[src/rtl/uudecode_stream_defines.svh]
// Assertion macros used by the top-level RTL.
`ifndef UUDECODE_STREAM_DEFINES_SVH
`define UUDECODE_STREAM_DEFINES_SVH

// Same-cycle implication, checked out of reset.
`define UDS_ASSERT_NOW(label, clk, rst, ante, cons) \
   label: assert property (@(posedge clk) disable iff (rst) (ante) |-> (cons)) \
      else $error("uudecode_stream: same-cycle check failed");

// Next-cycle implication, checked out of reset.
`define UDS_ASSERT_NEXT(label, clk, rst, ante, cons) \
   label: assert property (@(posedge clk) disable iff (rst) (ante) |=> (cons)) \
      else $error("uudecode_stream: next-cycle check failed");

`endif

[src/rtl/uds_pkg.sv]
`default_nettype none

package uds_pkg;

   localparam logic [1:0] KIND_DATA   = 2'd0;
   localparam logic [1:0] KIND_NAME   = 2'd1;
   localparam logic [1:0] KIND_FINISH = 2'd2;

   localparam int unsigned MAX_RESULTS = 4;

   typedef struct packed {
      logic [7:0] in_char;
      logic       last_char;
   } req_type;

   typedef struct packed {
      logic [7:0] out_byte;
      logic [1:0] kind;
      logic       last;
   } rsp_type;

   typedef struct packed {
      logic [7:0] out_byte;
      logic [1:0] kind;
   } item_type;

   // all results of one request
   typedef struct packed {
      logic [2:0]                       count;
      item_type [MAX_RESULTS-1:0]       item;
   } bundle_type;

endpackage

`default_nettype wire

[src/rtl/uds_front.sv]
`default_nettype none

module uds_front (
   input  wire logic               clock,
   input  wire logic               reset,
   input  wire logic               accept,
   input  wire uds_pkg::req_type   req,
   output uds_pkg::bundle_type     bundle,
   output logic                    bundle_valid
);

   localparam logic [3:0] PH_SEARCH      = 4'd0;
   localparam logic [3:0] PH_SEARCH_SKIP = 4'd1;
   localparam logic [3:0] PH_MODE        = 4'd2;
   localparam logic [3:0] PH_SPACES      = 4'd3;
   localparam logic [3:0] PH_NAME        = 4'd4;
   localparam logic [3:0] PH_CRLF        = 4'd5;
   localparam logic [3:0] PH_LINE_START  = 4'd6;
   localparam logic [3:0] PH_DATA_SKIP   = 4'd7;
   localparam logic [3:0] PH_GROUP       = 4'd8;
   localparam logic [3:0] PH_DONE        = 4'd9;

   localparam logic [7:0] CH_NUL   = 8'h00;
   localparam logic [7:0] CH_LF    = 8'h0A;
   localparam logic [7:0] CH_CR    = 8'h0D;
   localparam logic [7:0] CH_SPACE = 8'h20;
   localparam logic [7:0] CH_TICK  = 8'h60;
   localparam logic [7:0] CH_E     = 8'h65;
   localparam logic [7:0] CH_N     = 8'h6E;
   localparam logic [7:0] CH_D     = 8'h64;
   localparam logic [7:0] CH_0     = 8'h30;
   localparam logic [7:0] CH_9     = 8'h39;

   localparam logic [2:0] MATCH_LEN = 3'd6;

   function automatic logic [7:0] begin_char(input logic [2:0] pos);
      logic [7:0] pat;
      unique case (pos)
         3'd0:    pat = 8'h62;
         3'd1:    pat = 8'h65;
         3'd2:    pat = 8'h67;
         3'd3:    pat = 8'h69;
         3'd4:    pat = 8'h6E;
         3'd5:    pat = 8'h20;
         default: pat = 8'h00;
      endcase
      return pat;
   endfunction

   function automatic logic [5:0] dec6(input logic [7:0] code);
      return 6'(code[5:0] - 6'd32);
   endfunction

   logic [3:0]  phase_ff, phase_in;
   logic [2:0]  match_pos_ff, match_pos_in;
   logic [5:0]  remain_ff, remain_in;
   logic [1:0]  group_pos_ff, group_pos_in;
   logic [17:0] group_chars_ff, group_chars_in;
   logic        end_cand_ff, end_cand_in;

   logic [7:0]  ch;
   logic [5:0]  d6;
   logic        is_digit;
   logic        is_eol;
   logic        name_go;
   logic        line_go;
   logic        finished_now;
   logic [2:0]  n;
   logic [5:0]  c0, c1, c2;

   assign ch       = req.in_char;
   assign d6       = dec6(req.in_char);
   assign is_digit = (req.in_char >= CH_0) && (req.in_char <= CH_9);
   assign is_eol   = (req.in_char == CH_LF) || (req.in_char == CH_CR);
   assign c0       = group_chars_ff[17:12];
   assign c1       = group_chars_ff[11:6];
   assign c2       = group_chars_ff[5:0];

   always_comb begin
      phase_in       = phase_ff;
      match_pos_in   = match_pos_ff;
      remain_in      = remain_ff;
      group_pos_in   = group_pos_ff;
      group_chars_in = group_chars_ff;
      end_cand_in    = end_cand_ff;
      name_go        = 1'b0;
      line_go        = 1'b0;
      finished_now   = 1'b0;
      n              = 3'd0;
      bundle.item    = '0;

      unique case (phase_ff)
         PH_SEARCH: begin
            if (match_pos_ff < MATCH_LEN && ch == begin_char(match_pos_ff)) begin
               match_pos_in = 3'(match_pos_ff + 3'd1);
            end else if (match_pos_ff == MATCH_LEN && is_digit) begin
               match_pos_in = 3'd0;
               phase_in     = PH_MODE;
            end else begin
               match_pos_in = 3'd0;
               phase_in     = (ch == CH_LF) ? PH_SEARCH : PH_SEARCH_SKIP;
            end
         end
         PH_SEARCH_SKIP: begin
            if (ch == CH_LF) begin
               phase_in = PH_SEARCH;
            end
         end
         PH_MODE: begin
            if (!is_digit) begin
               if (ch == CH_SPACE) begin
                  phase_in = PH_SPACES;
               end else begin
                  name_go = 1'b1;
               end
            end
         end
         PH_SPACES: begin
            name_go = (ch != CH_SPACE);
         end
         PH_NAME: begin
            name_go = 1'b1;
         end
         PH_CRLF: begin
            line_go = !is_eol;
         end
         PH_LINE_START: begin
            line_go = 1'b1;
         end
         PH_DATA_SKIP: begin
            if (ch == CH_LF) begin
               phase_in = PH_LINE_START;
            end
         end
         PH_GROUP: begin
            if (end_cand_ff) begin
               if ((group_pos_ff == 2'd0 && ch == CH_N) ||
                   (group_pos_ff == 2'd1 && ch == CH_D)) begin
                  end_cand_in = 1'b1;
               end else if (group_pos_ff == 2'd2 && (is_eol || ch == CH_NUL)) begin
                  finished_now = 1'b1;
               end else begin
                  end_cand_in = 1'b0;
               end
            end
            if (finished_now) begin
               end_cand_in         = 1'b0;
               phase_in            = PH_DONE;
               bundle.item[0].kind = uds_pkg::KIND_FINISH;
               n                   = 3'd1;
            end else if (group_pos_ff != 2'd3) begin
               group_chars_in = {group_chars_ff[11:0], d6};
               group_pos_in   = 2'(group_pos_ff + 2'd1);
            end else begin
               bundle.item[0].out_byte = {c0, c1[5:4]};
               bundle.item[0].kind     = uds_pkg::KIND_DATA;
               n                       = 3'd1;
               if (remain_ff >= 6'd2) begin
                  bundle.item[1].out_byte = {c1[3:0], c2[5:2]};
                  bundle.item[1].kind     = uds_pkg::KIND_DATA;
                  n                       = 3'd2;
               end
               if (remain_ff >= 6'd3) begin
                  bundle.item[2].out_byte = {c2[1:0], d6};
                  bundle.item[2].kind     = uds_pkg::KIND_DATA;
                  n                       = 3'd3;
               end
               remain_in      = (remain_ff > 6'd3) ? 6'(remain_ff - 6'd3) : 6'd0;
               group_pos_in   = 2'd0;
               group_chars_in = '0;
               end_cand_in    = 1'b0;
               if (remain_ff <= 6'd3) begin
                  phase_in = PH_DATA_SKIP;
               end
            end
         end
         default: begin
            phase_in = PH_DONE;
         end
      endcase

      if (name_go) begin
         if (is_eol) begin
            phase_in = PH_CRLF;
         end else begin
            phase_in                = PH_NAME;
            bundle.item[0].out_byte = ch;
            bundle.item[0].kind     = uds_pkg::KIND_NAME;
            n                       = 3'd1;
         end
      end

      if (line_go) begin
         if (ch == CH_TICK || ch == CH_CR) begin
            phase_in = PH_DATA_SKIP;
         end else if (ch == CH_LF) begin
            phase_in = PH_LINE_START;
         end else begin
            group_pos_in   = 2'd0;
            group_chars_in = '0;
            if (d6 == 6'd0) begin
               phase_in    = PH_DATA_SKIP;
               end_cand_in = 1'b0;
            end else begin
               remain_in   = d6;
               phase_in    = PH_GROUP;
               end_cand_in = (ch == CH_E);
            end
         end
      end

      if (req.last_char) begin
         if (phase_ff != PH_DONE && !finished_now) begin
            bundle.item[n[1:0]].out_byte = 8'd0;
            bundle.item[n[1:0]].kind     = uds_pkg::KIND_FINISH;
            n                            = 3'(n + 3'd1);
         end
         phase_in       = PH_SEARCH;
         match_pos_in   = 3'd0;
         remain_in      = 6'd0;
         group_pos_in   = 2'd0;
         group_chars_in = '0;
         end_cand_in    = 1'b0;
      end

      bundle.count = n;
      bundle_valid = accept && (n != 3'd0);
   end

   always_ff @(posedge clock) begin
      if (reset) begin
         phase_ff       <= PH_SEARCH;
         match_pos_ff   <= 3'd0;
         remain_ff      <= 6'd0;
         group_pos_ff   <= 2'd0;
         group_chars_ff <= '0;
         end_cand_ff    <= 1'b0;
      end else if (accept) begin
         phase_ff       <= phase_in;
         match_pos_ff   <= match_pos_in;
         remain_ff      <= remain_in;
         group_pos_ff   <= group_pos_in;
         group_chars_ff <= group_chars_in;
         end_cand_ff    <= end_cand_in;
      end
   end

endmodule

`default_nettype wire

[src/rtl/uds_queue.sv]
`default_nettype none

module uds_queue #(
   parameter int unsigned DEPTH = 4
) (
   input  wire logic                 clock,
   input  wire logic                 reset,
   input  wire logic                 wr_en,
   input  wire uds_pkg::bundle_type  wr_data,
   output logic                      full,
   input  wire logic                 rd_en,
   output uds_pkg::bundle_type       rd_data,
   output logic                      empty
);

   localparam int unsigned PTR_W = (DEPTH > 1) ? $clog2(DEPTH) : 1;
   localparam int unsigned CNT_W = $clog2(DEPTH + 1);

   uds_pkg::bundle_type slot_ff [DEPTH];
   logic [PTR_W-1:0]    wr_ptr_ff, rd_ptr_ff;
   logic [CNT_W-1:0]    count_ff;
   logic                do_wr, do_rd;

   assign full    = (count_ff == CNT_W'(DEPTH));
   assign empty   = (count_ff == '0);
   assign do_wr   = wr_en && !full;
   assign do_rd   = rd_en && !empty;
   assign rd_data = slot_ff[rd_ptr_ff];

   always_ff @(posedge clock) begin
      if (do_wr) begin
         slot_ff[wr_ptr_ff] <= wr_data;
      end
   end

   always_ff @(posedge clock) begin
      if (reset) begin
         wr_ptr_ff <= '0;
         rd_ptr_ff <= '0;
         count_ff  <= '0;
      end else begin
         if (do_wr) begin
            wr_ptr_ff <= (wr_ptr_ff == PTR_W'(DEPTH - 1)) ? '0 : PTR_W'(wr_ptr_ff + 1'b1);
         end
         if (do_rd) begin
            rd_ptr_ff <= (rd_ptr_ff == PTR_W'(DEPTH - 1)) ? '0 : PTR_W'(rd_ptr_ff + 1'b1);
         end
         if (do_wr && !do_rd) begin
            count_ff <= CNT_W'(count_ff + 1'b1);
         end else if (do_rd && !do_wr) begin
            count_ff <= CNT_W'(count_ff - 1'b1);
         end
      end
   end

endmodule

`default_nettype wire

[src/rtl/uds_back.sv]
`default_nettype none

module uds_back (
   input  wire logic                 clock,
   input  wire logic                 reset,
   input  wire uds_pkg::bundle_type  head,
   input  wire logic                 head_empty,
   output logic                      head_pop,
   output uds_pkg::rsp_type          rsp,
   input  wire logic                 rsp_pop
);

   logic [1:0] idx_ff, idx_in;
   logic       at_last;
   logic       take;

   assign at_last      = (3'({1'b0, idx_ff} + 3'd1) == head.count);
   assign take         = rsp_pop && !head_empty;
   assign head_pop     = take && at_last;
   assign rsp.out_byte = head.item[idx_ff].out_byte;
   assign rsp.kind     = head.item[idx_ff].kind;
   assign rsp.last     = at_last;

   always_comb begin
      idx_in = idx_ff;
      if (take) begin
         idx_in = at_last ? 2'd0 : 2'(idx_ff + 2'd1);
      end
   end

   always_ff @(posedge clock) begin
      if (reset) begin
         idx_ff <= 2'd0;
      end else begin
         idx_ff <= idx_in;
      end
   end

endmodule

`default_nettype wire

[src/rtl/uudecode_stream.sv]
// Front decoder is combinational; the queue registers results for the rsp ports.
// Throughput: one request per cycle while the queue is not full; results leave one
// per cycle as rsp_pop takes them; a QUEUE_DEPTH-entry queue absorbs requests.
// The input side stalls only when that queue is full.
// Reset (synchronous): decoder back to begin-line search, queue emptied.
`default_nettype none
`include "uudecode_stream_defines.svh"

module uudecode_stream #(
   parameter int unsigned QUEUE_DEPTH = 4
) (
   input  wire logic              clock,
   input  wire logic              reset,
   input  wire logic              req_push,
   output logic                   req_full,
   input  wire uds_pkg::req_type  req_data,
   output logic                   rsp_empty,
   input  wire logic              rsp_pop,
   output uds_pkg::rsp_type       rsp_data
);

   logic                accept;
   logic                bundle_valid;
   uds_pkg::bundle_type bundle;
   uds_pkg::bundle_type head;
   logic                head_pop;
   logic                rsp_finish;
   logic                rsp_more;

   assign accept     = req_push && !req_full;
   assign rsp_finish = !rsp_empty && (rsp_data.kind == uds_pkg::KIND_FINISH);
   assign rsp_more   = !rsp_empty && rsp_pop && !rsp_data.last;

   uds_front u_front (
      .clock        (clock),
      .reset        (reset),
      .accept       (accept),
      .req          (req_data),
      .bundle       (bundle),
      .bundle_valid (bundle_valid)
   );

   uds_queue #(
      .DEPTH (QUEUE_DEPTH)
   ) u_queue (
      .clock   (clock),
      .reset   (reset),
      .wr_en   (bundle_valid),
      .wr_data (bundle),
      .full    (req_full),
      .rd_en   (head_pop),
      .rd_data (head),
      .empty   (rsp_empty)
   );

   uds_back u_back (
      .clock      (clock),
      .reset      (reset),
      .head       (head),
      .head_empty (rsp_empty),
      .head_pop   (head_pop),
      .rsp        (rsp_data),
      .rsp_pop    (rsp_pop)
   );

   `UDS_ASSERT_NOW(a_bundle_bound, clock, reset, bundle_valid, bundle.count <= 3'd4)
   `UDS_ASSERT_NOW(a_finish_zero, clock, reset, rsp_finish, rsp_data.out_byte == 8'd0)
   `UDS_ASSERT_NEXT(a_rest_of_request, clock, reset, rsp_more, !rsp_empty)

endmodule

`default_nettype wire
[config.mk]
export PLATFORM = sky130hd
export DESIGN_NAME = uudecode_stream
export DESIGN_NICKNAME = d
export VERILOG_FILES = /design/src/rtl/uds_pkg.sv /design/src/rtl/uds_front.sv /design/src/rtl/uds_queue.sv /design/src/rtl/uds_back.sv /design/src/rtl/uudecode_stream.sv
export VERILOG_INCLUDE_DIRS = /design/src /design/src/rtl
export SDC_FILE = /design/constraint.sdc
export NUM_CORES = 1
export LEC_CHECK = 0
export ABC_CLOCK_PERIOD_IN_PS = 6350
export BUFFER_PORTS_ARGS = -buffer_cell sky130_fd_sc_hd__buf_2
export CAP_MARGIN = 20
export CORE_MARGIN = 8
export CORE_UTILIZATION = 25
export DETAILED_ROUTE_END_ITERATION = 12
export SKIP_CTS_REPAIR_TIMING = 1
export SYNTH_ARGS = -nofsm -noshare
export SYNTH_HDL_FRONTEND = slang
export SYNTH_HIERARCHICAL = 1
export SYNTH_SLANG_ARGS = --single-unit
[constraint.sdc]
create_clock -name clock -period 6.35 [get_ports clock]
set_input_delay 0.3175 -clock clock [delete_from_list [all_inputs] [get_ports clock]]
set_output_delay 0.3175 -clock clock [all_outputs]
set_load 0.1 [all_outputs]
Word level (Yosys, flattened, before mapping)
Memories as Yosys holds them, arrays and structs flattened. A register that Yosys moved wholly into a read port is not among the register bits.
Index checks and enable logic that the tools add are counted.
Word-level totals
  register bits: 43
  memory bits (writable): 172
  input port bits: 13
  output and inout bits: 13
  word-level logic and storage cells: 210
  memories kept: 1
Cells by class
  add/sub/neg operators: 11
  magnitude comparators: 10
  eq/ne operators: 39
  mux-type cells: 101
  reduce and logical (&&, ||, !) cells: 38
Memory list
  u_queue.slot_ff: depth 4, width 43, rd ports 1, clocked after memory_dff 1, write ports 1, line uds_queue.sv:19  | uds_pkg::bundle_type slot_ff [DEPTH];
Operator list (count)
  $mux 18: 7
  $bwmux 40: 2
  $mux 40: 2
  $mux 10: 6
  $mux 30: 2
  $mux 4: 15
  $mux 6: 9
  $pmux 7 s6: 1
  $demux 10 s2: 2
  $mux 3: 12
  $eq 8x7->1 const B: 4
  $mux 2: 16
  $mux 28: 1
  $pmux 4 s6: 1
  $mux 1: 21
  $bmux 10 s2: 1
  $eq 4x3->1 const B: 4
  $eq 8x4->1 const B: 2
  $logic_and 1x1->1: 16
  $ne 5x2->1 const B: 3
  $eq 3x3->1 const B: 4
  $ge 6x2->1 const B: 2
  $add 3x1->3 const B: 3
  $reduce_and 9->1: 1
  44 further kinds: 62

Longest topological paths before layout
  depth after elaboration: 22
  depth in mapped cells: 18
  depth with buffers taken out: 18

Cells and area by module
Netlist, hierarchy kept.
Modules (own cells, without submodules)
  uds_queue: instances 1, cells each 275, area each 6688.9 µm², sequential area each 5345.1 µm²
  uds_front: instances 1, cells each 370, area each 2919.0 µm², sequential area each 680.7 µm²
  uds_back: instances 1, cells each 31, area each 404.1 µm², sequential area each 40.0 µm²
  uudecode_stream: instances 1, cells each 1, area each 13.8 µm², sequential area each 0.0 µm²

Worst setup path after synthesis
No wires, ideal clock.
  path type: reg2reg
  start: register u_queue.count_ff[0]
  end: register u_queue.count_ff[2]
  library setup time: 70 ps
  arrival: 4323 ps
  data required time: 6280 ps
  slack: 1957 ps
  stages on the path, launching flop included: 11
  buffers on the path: 0
  period minus slack after synthesis: 4393 ps
  path through: dfxtp_1 -> nor3_1 -> nand2b_1 -> nor3_1 -> o31ai_2 -> ha_1 -> inv_1 -> fa_1 -> xor2_1 -> or3_2 -> a21oi_1
On the way
  word-level cells in the longest chain between the ends: 8
  elaborated cells between the ends (all ways): 19
  classes of those cells: 2 x add/sub; 1 x eq/ne; 2 x mux; 14 x reduce/logical
Ends and longest elaborated chain
  from (decl): line uds_queue.sv:21  | logic [CNT_W-1:0] count_ff;
  from (signal assigned): line uds_queue.sv:49  | count_ff <= CNT_W'(count_ff + 1'b1);
  from (signal assigned): line uds_queue.sv:51  | count_ff <= CNT_W'(count_ff - 1'b1);
  $logic_not 3->1 *: line uds_queue.sv:25  | assign empty = (count_ff == '0);
  via rsp_empty: line uudecode_stream.sv:17  | output logic rsp_empty,
  $logic_not 1->1 *: line uds_back.sv:18  | assign take = rsp_pop && !head_empty;
  $logic_and 1x1->1 *: line uds_back.sv:18
  $logic_and 1x1->1 *: line uds_back.sv:19  | assign head_pop = take && at_last;
  via head_pop: line uudecode_stream.sv:26  | logic head_pop;
  $logic_and 1x1->1 *: line uds_queue.sv:27  | assign do_rd = rd_en && !empty;
  $logic_not 1->1: line uds_queue.sv:48  | if (do_wr && !do_rd) begin
  $logic_and 1x1->1: line uds_queue.sv:48
  $mux 3 / $reduce_bool 2->1 (equally long branches)
Mark *: on every way through the listed nets, which the timed path passes. The rest lies on a longest branch. The select of a mux whose other input is x is not followed.
A chain may end at the register's enable or synchronous reset.

Worst setup path in the final report
  start: register u_front.phase_ff[0]
  end: register u_queue.count_ff[2]
On the way
  word-level cells in the longest chain between the ends: 13
  elaborated cells between the ends (all ways): 23
  classes of those cells: 1 x add/sub; 5 x eq/ne; 8 x mux; 9 x reduce/logical
Ends and longest elaborated chain
  from (decl): line uds_front.sv:54  | logic [3:0] phase_ff, phase_in;
  from (signal assigned): line uds_front.sv:239  | phase_ff <= phase_in;
  $eq 4x4->1: line uds_front.sv:92  | unique case (phase_ff)
  $mux 3: line uds_front.sv:92
  $mux 3: line uds_front.sv:183  | if (is_eol) begin
  $mux 3: line uds_front.sv:182  | if (name_go) begin
  $add 3x1->3: line uds_front.sv:216  | n = 3'(n + 3'd1);
  $mux 3: line uds_front.sv:213  | if (phase_ff != PH_DONE && !finished_now) begin
  $mux 3 *: line uds_front.sv:212  | if (req.last_char) begin
  $reduce_bool 3->1 *: line uds_front.sv:227  | bundle_valid = accept && (n != 3'd0);
  $logic_and 1x1->1 *: line uds_front.sv:227
  via bundle_valid: line uudecode_stream.sv:23  | logic bundle_valid;
  $logic_and 1x1->1 *: line uds_queue.sv:26  | assign do_wr = wr_en && !full;
  via u_queue.do_wr: line uds_queue.sv:22  | logic do_wr, do_rd;
  $logic_not 1->1: line uds_queue.sv:50  | end else if (do_rd && !do_wr) begin
  $logic_and 1x1->1: line uds_queue.sv:50
  $reduce_bool 2->1 (no source line)
Mark *: on every way through the listed nets, which the timed path passes. The rest lies on a longest branch.

==> qor.txt <==
CTS tree = yes
Routed WL = 21000 microns
Row Count = 73
Non-Filler Instances = 1233
Crit path max-delay family = simple AND/OR/NAND/NOR gates
Pleak = 3.74 nW
Core area = 39600 sq um
Cells after DPL = 1193
Clock buffer depth = 3
R2R Path End = u_queue/count_ff[2]
Final hold violations = 0
Routed length on met3 = 904 microns
Hold wc startpoint = rsp_pop
Synthesized instance count = 677
Nets = 728
Highest-count cells in the layout ignoring fill and taps = 172 x edfxtp_1, 51 x mux4_2, 46 x nor2_1, 43 x dfxtp_1, 28 x nand2_1
Status = finished clean
Hold Path End = u_back/idx_ff[1]
CTS H-tree lvls = 1
Synthesized flop and latch total = 217
Met2 wire length = 10300 microns
Grt ovf = 0
CP Launch Type = flip-flop
Setup CP Type = flip-flop to flip-flop
Final setup TNS = 0 ns
Ys flop type = edfxtp_1
RSZ-0062 raised after global routing = no
Pre-Repair DR Iteration Count = 5
Number of max-cap violations = 0
Sequential share of the synthesized area = 60.5%
Number of library cell types mapped by synthesis = 82
Place WS = 1.53 ns
Routability cong. = 0.854
Cell count of the worst hold path = 4
Number of synthesized flops with an enable pin = 172
Boundary Pins = 26
Clk slew on worst S/H paths = 0.06 ns
Peak VDD IR = 183 uV
Crit end category = flip-flop
Initial antenna violation count = 0
Largest stage delay, worst path = 0.64 ns
Synth warn = 6
Final Util = 28.5%
Hold Slack = 0.209 ns
FF-to-FF Start = u_front/phase_ff[0]
Min-Delay Path Class = primary input to flip-flop
Power Dens Cells = 286 nW/um^2
Worst EP arrival = 5.20 ns
Max Slew Vio Count = 0
Fraction of layout cells with a size suffix above 1 = 21.0%
Synth Area per Inst = 14.8 sq um
Worst-Skew Late Latency = 0.49 ns
Final Skew = 0.00716 ns
Shortest period the worst path allows = 4.77 ns
Die H = 216 microns
PortBufs = 25
Crit-path slowest cell = a221oi_1
Mapped Area = 10000 sq um
Worst R2R Path Depth = 16
Crit-path max FO = 14
Routed Antenna Nets = 0
Global-route wire length before repair = 33300 microns
Flop2flop setup slack = 1.58 ns
Die area = 46800 sq um
Clk root buf = clkbuf_16
Largest net degree at the start of global routing = 47
Worst Path Required = 6.77 ns
Final setup fails = 0
Die width = 216 microns
Clk sinks = 217
Rel. slew slack = 39.1%
GRT Util Overall = 8.78%
Initial drt markers = 421
Worst slew pin tran = 0.906 ns
Cts bufs inserted = 22
Initial Util = 25.3%
Vias = 5754
Setup WS post-layout = 1.58 ns
Area Growth Syn to Fin = 12.7%
Most common cell after layout, fill and taps aside = edfxtp_1
Buf+Inv Stages, Crit Path = 3
Vias per inst = 4.67
Vias in the first global route = 5713
Fin crit share = 75.2%
Top routing layer in use = met4
Number of remaining DRC errors = 0
Asr flop ratio synth = 0%
Wire length on met1 = 9470 microns
Max Fclk = 0.209 GHz
Wire per inst = 17.0 microns
Cell chain of the critical path = nor3_1 -> and2_0 -> o211ai_2 -> buf_4 -> a21oi_1 -> ha_1 -> nor3b_1 -> a221oi_1 -> inv_1 -> nor2_2 -> ha_1 -> inv_1 -> fa_1 -> xor2_1 -> or3_2 -> a21oi_1
N_diodes = 0
HPWL after DPL = 13800 microns
## per-stage QoR
stage	area, sq um	total power [mW]
floorplan	10100	1.93
global placement	10600	2.00
detailed placement	10600	2.01
CTS	11300	3.27
global route	11300	3.35
finish	11300	3.23
## sequential cells by signal, summed over array words and instances (netlist names), named ones only
register,count
u_front/group_pos_ff,2
u_front/end_cand_ff,1
u_front/group_chars_ff,18
u_queue/rd_ptr_ff,2
u_queue/slot_ff,172
u_front/match_pos_ff,3
u_back/idx_ff,2
u_queue/wr_ptr_ff,2
u_queue/count_ff,3
u_front/phase_ff,4
u_front/remain_ff,6
## Yosys cell counts, drive strengths merged, types with 19 or more instances
library cell / number / area (sq um)
clkbuf: 19 / 71.3
nand2: 28 / 105
ha: 22 / 275
a22oi: 19 / 148
a21oi: 22 / 136
nor3: 21 / 121
o21ai: 21 / 131
dfxtp: 45 / 901
and2: 22 / 138
edfxtp: 172 / 5160
nor2: 48 / 185
mux4: 53 / 1200
buf: 34 / 258
## cell type report
cell class	count	area (sq um)
clock buffer	23	576
clock inverter	17	139
fill	4037	28300
inverter	19	76.3
multi-input combinational	398	3590
sequential	217	6070
tap	525	657
timing repair buffer	34	193
## per-layer routing
metal	up-vias	GRT usage, %
met3	33	1.28
met1	2912	11.7
met5	-	0
met4	0	2.21
met2	151	14.8
li1	2658	-
## worst max-delay path by stage
stage,startpoint,end,slack [ns],cells past startpoint
2_1_floorplan,u_queue/count_ff[0],u_queue/count_ff[2],1.96,10
3_3_place_gp,req_data[2],u_queue/count_ff[2],1.64,17
3_5_place_dp,req_data[5],u_queue/count_ff[2],1.53,16
4_1_cts,u_front/phase_ff[0],u_queue/count_ff[2],1.63,16
5_1_grt,u_front/phase_ff[0],u_queue/count_ff[2],1.28,16
6_report,u_front/phase_ff[0],u_queue/count_ff[2],1.58,16
## power by group
part | switching (mW) | internal [mW]
clock network | 0.520 | 0.741
logic | 0.281 | 0.106
registers | 0.0194 | 1.56
total | 0.820 | 2.41
## worst register-to-register path: cells and delay by family (launching register included)
family	cells	cell delay [ns]
and+or+nand+nor	5	1.57
xor gates and xnor gates	1	0.18
buffers and inverters	3	0.44
adders and majority gates	3	0.89
DFF	1	0.44
AOI/OAI and AO/OA	4	1.21
## kinds of logic after synthesis
| family | synth area share, % |
|---|---|
| buf+inv | 4.04 |
| simple gates | 9.70 |
| mux | 12.7 |
| flops | 60.5 |
| other cells | 0.0374 |
| fa+ha+maj | 2.95 |
| compound gates | 9.14 |
| xor+xnor | 0.961 |
(Power assumes the default switching activity.)
